===== src/hdl/pom_pkg.sv =====
`default_nettype none

package pom_pkg;

   localparam int SAMPLE_WIDTH_DEF = 16;
   localparam int COUNT_WIDTH_DEF  = 16;

   localparam int NUM_W   = 20;
   localparam int DC_W    = 16;
   localparam int SPO2_W  = 7;
   localparam int PULSE_W = 23;
   localparam int OUT_W   = ((SPO2_W + PULSE_W + 7) / 8) * 8;

   localparam logic [NUM_W-1:0] NUM_RESET = NUM_W'(30000);

   // quotient bits produced by the shared divider for each job
   localparam int PULSE_QBITS = 24;
   localparam int SPO2_QBITS  = 7;
   localparam int ITER_W      = 5;

   localparam logic [1:0] CROSS_START = 2'd1;
   localparam logic [1:0] CROSS_EMIT  = 2'd3;

   localparam logic [SPO2_W-1:0] SPO2_FULL = SPO2_W'(100);
   localparam int SPO2_K_LOW  = 110;
   localparam int SPO2_M_LOW  = 25;
   localparam int SPO2_K_HIGH = 120;
   localparam int SPO2_M_HIGH = 35;

   typedef enum logic [8:0] {
      S_IDLE      = 9'b000000001,
      S_PP        = 9'b000000010,
      S_MUL_N     = 9'b000000100,
      S_MUL_D     = 9'b000001000,
      S_CLASSIFY  = 9'b000010000,
      S_DIV_PULSE = 9'b000100000,
      S_SPO2_LOAD = 9'b001000000,
      S_DIV_SPO2  = 9'b010000000,
      S_DONE      = 9'b100000000
   } state_type;

   typedef struct packed {
      logic fold;
      logic pp;
      logic mul_n;
      logic mul_d;
      logic classify;
      logic div_load_pulse;
      logic div_load_spo2;
      logic div_step;
      logic out_load;
   } cmd_type;

   typedef struct packed {
      logic emit_due;
      logic div_last;
      logic out_free;
   } status_type;

endpackage

`default_nettype wire


===== src/hdl/pom_divider.sv =====
`default_nettype none

module pom_divider #(
   parameter int DIV_W = 40,
   parameter int Q_W   = 24,
   parameter int CNT_W = 5
) (
   input  logic             clock,
   input  logic             reset,
   input  logic             load,
   input  logic             step,
   input  logic [DIV_W-1:0] dividend,
   input  logic [DIV_W-1:0] divisor,
   input  logic [CNT_W-1:0] iters,
   output logic [Q_W-1:0]   quotient,
   output logic             last
);

   logic [DIV_W-1:0] rem_ff, rem_in;
   logic [DIV_W-1:0] dsh_ff, dsh_in;
   logic [Q_W-1:0]   q_ff, q_in;
   logic [CNT_W-1:0] cnt_ff, cnt_in;
   logic             fits;

   // restoring division, one quotient bit a cycle while step is high, divisor pre-shifted to the top bit
   assign fits = (rem_ff >= dsh_ff);

   always_comb begin
      rem_in = rem_ff;
      dsh_in = dsh_ff;
      q_in   = q_ff;
      cnt_in = cnt_ff;
      if (load) begin
         rem_in = dividend;
         dsh_in = divisor;
         q_in   = '0;
         cnt_in = iters;
      end else if (step) begin
         if (fits) begin
            rem_in = rem_ff - dsh_ff;
         end
         dsh_in = dsh_ff >> 1;
         q_in   = {q_ff[Q_W-2:0], fits};
         cnt_in = cnt_ff - CNT_W'(1);
      end
   end

   always_ff @(posedge clock) begin
      if (reset) begin
         cnt_ff <= '0;
      end else begin
         cnt_ff <= cnt_in;
      end
      rem_ff <= rem_in;
      dsh_ff <= dsh_in;
      q_ff   <= q_in;
   end

   assign quotient = q_ff;
   assign last     = (cnt_ff == CNT_W'(1));

endmodule

`default_nettype wire


===== src/hdl/pom_ctrl.sv =====
`default_nettype none

module pom_ctrl (
   input  logic                clock,
   input  logic                reset,
   input  logic                req_tvalid,
   output logic                req_tready,
   input  pom_pkg::status_type sts,
   output pom_pkg::cmd_type    cmd
);

   import pom_pkg::*;

   state_type state_ff, state_in;
   logic      accept;

   assign req_tready = (state_ff == S_IDLE);
   assign accept     = req_tvalid && req_tready;

   always_comb begin
      state_in = state_ff;
      cmd      = '0;
      case (state_ff)
         S_IDLE: begin
            if (accept) begin
               cmd.fold = 1'b1;
               if (sts.emit_due) begin
                  state_in = S_PP;
               end
            end
         end
         S_PP: begin
            cmd.pp   = 1'b1;
            state_in = S_MUL_N;
         end
         S_MUL_N: begin
            cmd.mul_n = 1'b1;
            state_in  = S_MUL_D;
         end
         S_MUL_D: begin
            cmd.mul_d = 1'b1;
            state_in  = S_CLASSIFY;
         end
         S_CLASSIFY: begin
            cmd.classify       = 1'b1;
            cmd.div_load_pulse = 1'b1;
            state_in           = S_DIV_PULSE;
         end
         S_DIV_PULSE: begin
            cmd.div_step = 1'b1;
            if (sts.div_last) begin
               state_in = S_SPO2_LOAD;
            end
         end
         S_SPO2_LOAD: begin
            cmd.div_load_spo2 = 1'b1;
            state_in          = S_DIV_SPO2;
         end
         S_DIV_SPO2: begin
            cmd.div_step = 1'b1;
            if (sts.div_last) begin
               state_in = S_DONE;
            end
         end
         S_DONE: begin
            // hold the finished result until the output register is free
            if (sts.out_free) begin
               cmd.out_load = 1'b1;
               state_in     = S_IDLE;
            end
         end
         default: begin
            state_in = S_IDLE;
         end
      endcase
   end

   always_ff @(posedge clock) begin
      if (reset) begin
         state_ff <= S_IDLE;
      end else begin
         state_ff <= state_in;
      end
   end

endmodule

`default_nettype wire


===== src/hdl/pom_datapath.sv =====
`default_nettype none

module pom_datapath #(
   parameter int SAMPLE_WIDTH = pom_pkg::SAMPLE_WIDTH_DEF,
   parameter int COUNT_WIDTH  = pom_pkg::COUNT_WIDTH_DEF,
   parameter int IN_W         = 64
) (
   input  logic                       clock,
   input  logic                       reset,
   input  pom_pkg::cmd_type           cmd,
   output pom_pkg::status_type        sts,
   input  logic [IN_W-1:0]            req_tdata,
   input  logic                       csr_wr_en,
   input  logic [pom_pkg::NUM_W-1:0]  csr_wr_data,
   output logic                       rsp_tvalid,
   input  logic                       rsp_tready,
   output logic [pom_pkg::OUT_W-1:0]  rsp_tdata,
   output logic                       rsp_tuser
);

   import pom_pkg::*;

   localparam int SW     = SAMPLE_WIDTH;
   localparam int PP_W   = SW + 1;
   localparam int PROD_W = PP_W + DC_W;
   localparam int DIV_W  = (SW + 24 > COUNT_WIDTH + PULSE_QBITS - 1) ?
                           SW + 24 : COUNT_WIDTH + PULSE_QBITS - 1;

   // input fields
   logic signed [SW-1:0] acr, acir;
   logic [DC_W-1:0]      dcr, dcir;

   assign acr  = req_tdata[SW-1:0];
   assign acir = req_tdata[2*SW-1:SW];
   assign dcr  = req_tdata[2*SW+DC_W-1:2*SW];
   assign dcir = req_tdata[2*SW+2*DC_W-1:2*SW+DC_W];

   logic [NUM_W-1:0]       num_ff;
   logic signed [SW-1:0]   prev_ff;
   logic [1:0]             cross_ff;
   logic [COUNT_WIDTH-1:0] count_ff;
   logic signed [SW-1:0]   rmax_ff, rmin_ff, imax_ff, imin_ff;
   logic [DC_W-1:0]        dcr_ff, dcir_ff;
   logic [PP_W-1:0]        ppr_ff, ppir_ff;
   logic [PROD_W-1:0]      n_ff, d_ff;
   logic                   lt04_ff, le1_ff, le34_ff, err_ff;
   logic [PULSE_W-1:0]     pulse_ff;
   logic                   rsp_tvalid_ff;
   logic [SPO2_W-1:0]      rsp_spo2_ff;
   logic [PULSE_W-1:0]     rsp_pulse_ff;
   logic                   rsp_err_ff;

   logic signed [SW-1:0] rmax_in, rmin_in, imax_in, imin_in;
   logic                 acr_pos, acr_neg, prev_pos, prev_neg, crossing;
   logic                 count_full;

   always_comb begin
      rmax_in = (acr > rmax_ff) ? acr : rmax_ff;
      rmin_in = (acr < rmin_ff) ? acr : rmin_ff;
      imax_in = (acir > imax_ff) ? acir : imax_ff;
      imin_in = (acir < imin_ff) ? acir : imin_ff;
   end

   assign acr_neg    = acr[SW-1];
   assign acr_pos    = !acr[SW-1] && (|acr);
   assign prev_neg   = prev_ff[SW-1];
   assign prev_pos   = !prev_ff[SW-1] && (|prev_ff);
   assign crossing   = (acr_pos && prev_neg) || (acr_neg && prev_pos);
   assign count_full = &count_ff;

   // shared multiplier for both cross products
   logic [PROD_W-1:0] prod;
   assign prod = cmd.mul_n ? PROD_W'(ppr_ff) * PROD_W'(dcir_ff)
                           : PROD_W'(ppir_ff) * PROD_W'(dcr_ff);

   // ratio classification against 0.4, 1 and 3.4
   logic [PROD_W+2:0] n5, d2;
   logic [PROD_W+4:0] d17;
   assign n5  = {n_ff, 2'b00} + (PROD_W+3)'(n_ff);
   assign d2  = (PROD_W+3)'({d_ff, 1'b0});
   assign d17 = {d_ff, 4'b0000} + (PROD_W+5)'(d_ff);

   // divider operands
   logic [DIV_W-1:0] n_x, d_x, spo2_num, div_dividend, div_divisor;
   logic [ITER_W-1:0] div_iters;
   logic [PULSE_QBITS-1:0] quotient;
   logic div_last;

   assign n_x      = DIV_W'(n_ff);
   assign d_x      = DIV_W'(d_ff);
   assign spo2_num = le1_ff ? DIV_W'(SPO2_K_LOW) * d_x - DIV_W'(SPO2_M_LOW) * n_x
                            : DIV_W'(SPO2_K_HIGH) * d_x - DIV_W'(SPO2_M_HIGH) * n_x;

   always_comb begin
      if (cmd.div_load_pulse) begin
         div_dividend = DIV_W'({num_ff, 4'b0000});
         div_divisor  = DIV_W'(count_ff) << (PULSE_QBITS - 1);
         div_iters    = ITER_W'(PULSE_QBITS);
      end else begin
         div_dividend = spo2_num;
         div_divisor  = d_x << (SPO2_QBITS - 1);
         div_iters    = ITER_W'(SPO2_QBITS);
      end
   end

   pom_divider #(
      .DIV_W (DIV_W),
      .Q_W   (PULSE_QBITS),
      .CNT_W (ITER_W)
   ) u_divider (
      .clock    (clock),
      .reset    (reset),
      .load     (cmd.div_load_pulse || cmd.div_load_spo2),
      .step     (cmd.div_step),
      .dividend (div_dividend),
      .divisor  (div_divisor),
      .iters    (div_iters),
      .quotient (quotient),
      .last     (div_last)
   );

   logic [SPO2_W-1:0] spo2_val;
   always_comb begin
      if (err_ff) begin
         spo2_val = '0;
      end else if (lt04_ff) begin
         spo2_val = SPO2_FULL;
      end else if (le1_ff || le34_ff) begin
         spo2_val = quotient[SPO2_W-1:0];
      end else begin
         spo2_val = '0;
      end
   end

   // control state
   always_ff @(posedge clock) begin
      if (reset) begin
         num_ff   <= NUM_RESET;
         prev_ff  <= '0;
         cross_ff <= CROSS_START;
         count_ff <= '0;
         rmax_ff  <= '0;
         rmin_ff  <= '0;
         imax_ff  <= '0;
         imin_ff  <= '0;
      end else begin
         if (csr_wr_en) begin
            num_ff <= csr_wr_data;
         end
         if (cmd.fold) begin
            prev_ff <= acr;
            rmax_ff <= rmax_in;
            rmin_ff <= rmin_in;
            imax_ff <= imax_in;
            imin_ff <= imin_in;
            if (cross_ff != CROSS_EMIT) begin
               if (crossing) begin
                  cross_ff <= cross_ff + 2'd1;
               end
               if (!count_full) begin
                  count_ff <= count_ff + COUNT_WIDTH'(1);
               end
            end
         end
         if (cmd.pp) begin
            cross_ff <= CROSS_START;
            rmax_ff  <= '0;
            rmin_ff  <= '0;
            imax_ff  <= '0;
            imin_ff  <= '0;
         end
         if (cmd.out_load) begin
            count_ff <= '0;
         end
      end
   end

   // computation registers
   always_ff @(posedge clock) begin
      if (cmd.fold) begin
         dcr_ff  <= dcr;
         dcir_ff <= dcir;
      end
      if (cmd.pp) begin
         ppr_ff  <= {rmax_ff[SW-1], rmax_ff} - {rmin_ff[SW-1], rmin_ff};
         ppir_ff <= {imax_ff[SW-1], imax_ff} - {imin_ff[SW-1], imin_ff};
      end
      if (cmd.mul_n) begin
         n_ff <= prod;
      end
      if (cmd.mul_d) begin
         d_ff <= prod;
      end
      if (cmd.classify) begin
         lt04_ff <= (n5 < d2);
         le1_ff  <= (n_ff <= d_ff);
         le34_ff <= ((PROD_W+5)'(n5) <= d17);
         err_ff  <= (dcr_ff == '0) || (dcir_ff == '0) || (ppir_ff == '0);
      end
      if (cmd.div_load_spo2) begin
         pulse_ff <= (count_ff == '0) ? '0 : quotient[PULSE_W-1:0];
      end
      if (cmd.out_load) begin
         rsp_spo2_ff  <= spo2_val;
         rsp_pulse_ff <= pulse_ff;
         rsp_err_ff   <= err_ff;
      end
   end

   // output register
   always_ff @(posedge clock) begin
      if (reset) begin
         rsp_tvalid_ff <= 1'b0;
      end else if (cmd.out_load) begin
         rsp_tvalid_ff <= 1'b1;
      end else if (rsp_tready) begin
         rsp_tvalid_ff <= 1'b0;
      end
   end

   assign rsp_tvalid = rsp_tvalid_ff;
   assign rsp_tdata  = OUT_W'({rsp_pulse_ff, rsp_spo2_ff});
   assign rsp_tuser  = rsp_err_ff;

   assign sts.emit_due = (cross_ff == CROSS_EMIT);
   assign sts.div_last = div_last;
   assign sts.out_free = !rsp_tvalid_ff || rsp_tready;

endmodule

`default_nettype wire


===== src/hdl/pulse_oximeter_measure.sv =====
// Pulse oximeter measurement: SpO2 by ratio of ratios, and pulse rate.
// req channel: one transfer per sample of red/infrared AC and DC levels.
// rsp channel: one transfer after every second red zero crossing, holding
//    SpO2 percent and pulse in beats per minute with four fractional bits;
//    tuser flags a zero dc level or a zero infrared swing (SpO2 is then 0).
// csr_wr_en/csr_wr_data write the pulse numerator (60 / sample period);
//    write it only while no sample is in flight.
// A sample that produces no result does not stall intake: req_tready stays high.
// A sample that produces a result drops req_tready while the block forms the swings,
//    the two cross products and the ratio class, then runs the one shared restoring
//    divider that yields one quotient bit a cycle, first for pulse then for SpO2.
// The result sits in an output register; the next sample is taken while it
//    waits. If the receiver still stalls when the following result is ready,
//    the block holds that result and drops req_tready until rsp frees up.
// Reset (synchronous) loads numerator 30000, clears the sample count and extremes,
//    sets the crossing count to its start value and empties the output register.
`default_nettype none

module pulse_oximeter_measure #(
   parameter int SAMPLE_WIDTH = pom_pkg::SAMPLE_WIDTH_DEF,
   parameter int COUNT_WIDTH  = pom_pkg::COUNT_WIDTH_DEF
) (
   input  logic                      clock,
   input  logic                      reset,
   input  logic                      req_tvalid,
   output logic                      req_tready,
   // ac_red, ac_infrared, dc_red, dc_infrared
   input  logic [((2*SAMPLE_WIDTH+2*pom_pkg::DC_W+7)/8)*8-1:0] req_tdata,
   output logic                      rsp_tvalid,
   input  logic                      rsp_tready,
   // spo2_percent, pulse_q4
   output logic [pom_pkg::OUT_W-1:0] rsp_tdata,
   // ratio_error
   output logic                      rsp_tuser,
   input  logic                      csr_wr_en,
   input  logic [pom_pkg::NUM_W-1:0] csr_wr_data
);

   import pom_pkg::*;

   localparam int IN_W = ((2*SAMPLE_WIDTH + 2*DC_W + 7) / 8) * 8;

   cmd_type    cmd;
   status_type sts;

   pom_ctrl u_ctrl (
      .clock      (clock),
      .reset      (reset),
      .req_tvalid (req_tvalid),
      .req_tready (req_tready),
      .sts        (sts),
      .cmd        (cmd)
   );

   pom_datapath #(
      .SAMPLE_WIDTH (SAMPLE_WIDTH),
      .COUNT_WIDTH  (COUNT_WIDTH),
      .IN_W         (IN_W)
   ) u_datapath (
      .clock       (clock),
      .reset       (reset),
      .cmd         (cmd),
      .sts         (sts),
      .req_tdata   (req_tdata),
      .csr_wr_en   (csr_wr_en),
      .csr_wr_data (csr_wr_data),
      .rsp_tvalid  (rsp_tvalid),
      .rsp_tready  (rsp_tready),
      .rsp_tdata   (rsp_tdata),
      .rsp_tuser   (rsp_tuser)
   );

   // a result is never loaded over one the receiver has not taken
   a_no_overwrite: assert property (@(posedge clock) disable iff (reset)
      cmd.out_load |-> (!rsp_tvalid || rsp_tready))
      else $error("result loaded over a pending transfer");

   // a sample that completes a cycle stops intake while the result is computed
   a_busy_after_emit: assert property (@(posedge clock) disable iff (reset)
      (req_tvalid && req_tready && sts.emit_due) |=> !req_tready)
      else $error("input taken while a result is being computed");

   // a denominator error forces SpO2 to zero
   a_err_spo2_zero: assert property (@(posedge clock) disable iff (reset)
      (rsp_tvalid && rsp_tuser) |-> (rsp_tdata[SPO2_W-1:0] == '0))
      else $error("error flagged with nonzero spo2");

   a_spo2_range: assert property (@(posedge clock) disable iff (reset)
      rsp_tvalid |-> (rsp_tdata[SPO2_W-1:0] <= SPO2_FULL))
      else $error("spo2 above full saturation");

endmodule

`default_nettype wire


===== config.mk =====
export PLATFORM = sky130hd
export DESIGN_NAME = pulse_oximeter_measure
export DESIGN_NICKNAME = d
export VERILOG_FILES = /design/src/hdl/pom_pkg.sv /design/src/hdl/pom_divider.sv /design/src/hdl/pom_ctrl.sv /design/src/hdl/pom_datapath.sv /design/src/hdl/pulse_oximeter_measure.sv
export SDC_FILE = /design/constraint.sdc
export NUM_CORES = 2
export LEC_CHECK = 0
export BUFFER_PORTS_ARGS = -buffer_cell sky130_fd_sc_hd__buf_2
export CORE_MARGIN = 2
export CORE_UTILIZATION = 46
export DETAILED_ROUTE_END_ITERATION = 8
export PLACE_DENSITY = 0.63
export SLEW_MARGIN = 5
export SYNTH_ARGS = -nofsm -noshare
export SYNTH_HDL_FRONTEND = slang
export SYNTH_SLANG_ARGS = --single-unit

===== constraint.sdc =====
create_clock -name clock -period 9.2 [get_ports clock]
set_input_delay 1.38 -clock clock [delete_from_list [all_inputs] [get_ports clock]]
set_output_delay 1.38 -clock clock [all_outputs]
set_load 0.05 [all_outputs]

==> run_results.csv <==
group,metric,value,unit
status,outcome,"finished clean",
critical_path,worst_setup_path_end_kind,"flop",
detailed_routing,average_vias_per_placed_instance,5.43,
detailed_routing,drt_iter0_drc,2770,
power,netSwitchingFraction,49.2,%
critical_path,cp_slowest_stage_delay,0.67,ns
timing,worst_slew_pin_slew,1.10,ns
critical_path,crit_arrival,8.23,ns
detailed_routing,route.vias.total,47145,
timing,period_share,85.2,%
critical_path,critPathRequiredTime,9.59,ns
critical_path,worstPathMaxFanout,7,
timing,maxSlewViolCount,0,
timing,min_period,7.84,ns
critical_path,critPathKind,"flop to flop",
cts,cts_buffer_depth,3,
global_route,grt_max_degree,67,
critical_path,worstRegToRegCells,29,
floorplanning,start_util,46.2,%
run,maxCapViolations,0,
power,total_power,15.6,mW
global_route,grt_residual_overflow,0,
timing,fmax,128,MHz
detailed_routing,drt_drc_violations_left,0,
global_route,first_pass_grt_wire_length,258000,um
synthesis,synthesis.yosys.warnings,0,
cells_and_area,layout_cell_share_with_drive_strength_beyond_1,4.56,%
placement,place.gp.congestion,0.936,
floorplanning,dieWidth,367,um
timing,final_critical_path_setup_slack,1.36,ns
global_route,antenna_found_initial,2,
synthesis,ys_seq_elements,425,
critical_path,r2r_start,"u_datapath.d_ff[7]$_DFFE_PP_",
placement,placement.setup.worst_slack,1.44,ns
critical_path,startpoint,"u_datapath.d_ff[7]$_DFFE_PP_",
global_route,first_global_vias,48330,
timing,timing.slew.headroom,26.4,%
timing,worst_clock_skew,0.0356,ns
cts,cts_resized,0,
critical_path,r2r_setup_slack,1.36,ns
critical_path,reg_to_reg_endpoint,"u_datapath.u_divider.rem_ff[38]$_DFFE_PP_",
critical_path,critical_path.n_buffers_inverters,2,
timing,final_hold_viol_count,0,
cts,tritoncts,"done",
detailed_routing,wirelength,162000,um
cts,cts_hold_fix_bufs,0,
synthesis,avgSynthCellArea,8.83,um2
critical_path,start_kind,"flop",
synthesis,netlist-cell-type-count,91,
detailed_routing,avgRoutedWirePerCell,18.6,um
synthesis,synthesis.area,60500,um2
cts,clk-insertion-delay-late,0.66,ns
floorplanning,core_region_area,131000,um2
critical_path,stages_on_the_worst_setup_path,29,
placement,port_buffers,121,
power,internal_dissipation,7.94,mW
placement,hpwl,129000,um
cts,cts.reportedPaths.clkPinSlew,0.06,ns
floorplanning,floorplan.io_pins,124,
power,clkPwrFrac,13.3,%
power,net-switching-power,7.69,mW
critical_path,crit_family,"compound AO/OA/AOI/OAI gates",
cts,cts.root.buffer_cell,"sky130_fd_sc_hd__clkbuf_16",
power,total_leakage_power,31.8,nW
cells_and_area,final_net_count,8435,
cts,tritoncts_num_sinks,425,
detailed_routing,detail_route.first_pass.iterations,6,
timing,grt_setup_unrepaired,"false",
cts,cts_max_level,2,
power,share_seq_of_total_power,17.5,%
global_route,track_usage,23.9,%
power,irDropWorstVdd,357,uV
power,power_frac_comb,69.2,%
synthesis,seq_area_frac_synth,18.5,%
critical_path,critPathCapture,"u_datapath.u_divider.rem_ff[38]$_DFFE_PP_",
detailed_routing,post_detailed_route_count_of_antenna_violating_nets,0,
synthesis,synthesis.instances,6848,
cells_and_area,final_common_cell,"sky130_fd_sc_hd__inv_1",
floorplanning,die_area,134000,um2
cts,tritoncts.num_buffers,52,
cts,cts.repair_timing.setup_buffer_count,0,
hold_path,timing.hold.worst.class,"flop to flop",
timing,setup_viol,0,
cells_and_area,most_frequent_cells_in_the_layout,"1,216 x sky130_fd_sc_hd__inv_1, 865 x sky130_fd_sc_hd__ha_1, 661 x sky130_fd_sc_hd__nand2_1, 600 x sky130_fd_sc_hd__fa_1, 425 x sky130_fd_sc_hd__a21oi_1",
timing,finalSetupTns,0,ns
critical_path,crit_path_frequent_cell,"sky130_fd_sc_hd__a21oi_1",
critical_path,critical_path.slowest_cell,"sky130_fd_sc_hd__edfxtp_1",
synthesis,synth_edf_count,269,
floorplanning,rows,133,
synthesis,synth-main-ff-cell,"sky130_fd_sc_hd__edfxtp_1",
power,power_density,242,nW/um2
synthesis,ys_async_sr_fraction,0,%
cells_and_area,synthToLayoutAreaGrowth,6.85,%
floorplanning,fp.dieH,367,um
worst min-delay path by stage:
stage	cells past startpoint	from	slack [ns]	endpoint
2_1_floorplan	0	u_datapath.pulse_ff[0]$_SDFFCE_PN0N_	0.40	u_datapath.rsp_pulse_ff[0]$_DFFE_PP_
3_3_place_gp	0	u_datapath.pulse_ff[0]$_SDFFCE_PN0N_	0.40	u_datapath.rsp_pulse_ff[0]$_DFFE_PP_
3_5_place_dp	0	u_datapath.pulse_ff[22]$_SDFFCE_PN0N_	0.40	u_datapath.rsp_pulse_ff[22]$_DFFE_PP_
4_1_cts	0	u_datapath.pulse_ff[22]$_SDFFCE_PN0N_	0.42	u_datapath.rsp_pulse_ff[22]$_DFFE_PP_
5_1_grt	0	u_datapath.pulse_ff[22]$_SDFFCE_PN0N_	0.42	u_datapath.rsp_pulse_ff[22]$_DFFE_PP_
6_report	0	u_datapath.pulse_ff[22]$_SDFFCE_PN0N_	0.42	u_datapath.rsp_pulse_ff[22]$_DFFE_PP_
power by group through the flow:
stage               Combinational, mW  Clock (mW)  Sequential [mW]
finish                           10.8        2.08             2.73
global route                     12.0        2.20             2.74
CTS                              10.8        2.13             2.72
detailed placement               10.7           0             2.76
global placement                 10.5           0             2.76
floorplan                        7.52           0             2.65
through the flow:
stage	util, %	instances	hold WS, ns	cell area (um2)
after CTS	49.3	8679	0.418	64600
after detailed placement	48.0	8582	0.405	62900
final	49.3	8680	0.417	64600
after floorplan	-	6849	0.400	60500
after global placement	48.0	8582	0.400	62900
after global routing	49.3	8679	0.423	64600
state kept, by name (all words and copies together), names as in the netlist, 17 cells and up:
signal and cells:
u_datapath.u_divider.rem_ff 40, u_datapath.u_divider.dsh_ff 39, u_datapath.d_ff 33, u_datapath.n_ff 33, u_datapath.pulse_ff 23, u_datapath.rsp_pulse_ff 23, u_datapath.u_divider.quotient 23, u_datapath.num_ff 20
u_datapath.ppir_ff 17, u_datapath.ppr_ff 17
per-layer routing:
layer / wire, um / part of all wire [%] / vias up / GRT usage (%)
met1: 73400 / 45 / 22832 / 32.7
met4: 5020 / 3.1 / 2 / 7.33
met3: 8850 / 5.5 / 230 / 2.50
met5: 16 / 0.0099 / - / 0
li1: - / - / 22832 / -
met2: 74300 / 46 / 1249 / 39.8
cell type report:
class	instances	area, um2
Antenna cell	1	2.50
Clock buffer	73	1530
Clock inverter	24	185
Fill cell	12457	66400
Inverter	1219	4580
Multi-Input combinational cell	5028	44000
Sequential cell	425	11200
Tap cell	1755	2200
Timing Repair Buffer	155	861
cell usage after synthesis (16+ instances only):
library cell               instances  area [um2]
sky130_fd_sc_hd__o22ai_1          18         113
sky130_fd_sc_hd__fa_1            600       12000
sky130_fd_sc_hd__and3_1           40         250
sky130_fd_sc_hd__a21oi_1         425        2130
sky130_fd_sc_hd__nor4_1           39         244
sky130_fd_sc_hd__nor2_1          325        1220
sky130_fd_sc_hd__inv_1          1217        4570
sky130_fd_sc_hd__and2_1          224        1400
sky130_fd_sc_hd__xnor2_1         217        1900
sky130_fd_sc_hd__dfxtp_1         156        3120
sky130_fd_sc_hd__ha_1            865       10800
sky130_fd_sc_hd__o21a_1           57         428
sky130_fd_sc_hd__a31oi_1          34         213
sky130_fd_sc_hd__o21ai_0         254        1270
sky130_fd_sc_hd__clkbuf_1        164         616
sky130_fd_sc_hd__a22oi_1          30         225
sky130_fd_sc_hd__nor3_1           68         340
sky130_fd_sc_hd__nand3_1          96         480
sky130_fd_sc_hd__nand2b_1         68         425
sky130_fd_sc_hd__or2_2            21         131
sky130_fd_sc_hd__edfxtp_1        269        8080
sky130_fd_sc_hd__a21o_1          242        1820
sky130_fd_sc_hd__a211o_1          16         140
sky130_fd_sc_hd__a211oi_1         30         225
sky130_fd_sc_hd__xor2_1          161        1410
sky130_fd_sc_hd__o211ai_1         23         173
sky130_fd_sc_hd__o21bai_1         55         413
sky130_fd_sc_hd__o31ai_1          20         150
sky130_fd_sc_hd__or3_1            19         119
sky130_fd_sc_hd__nand2_1         663        2490
sky130_fd_sc_hd__nand4_1          60         375
sky130_fd_sc_hd__mux2i_1          83         831
sky130_fd_sc_hd__nor2b_1          77         482
cells by family after synthesis:
kind of cell	synth area share, %
other	0.00620
muxes	1.37
DFF	18.5
AOI/OAI and AO/OA	14.3
buffers and inverters	8.70
adders and majority gates	37.8
and+or+nand+nor	13.8
xor gates and xnor gates	5.48
No activity file was read; power rests on OpenSTA's default activity.
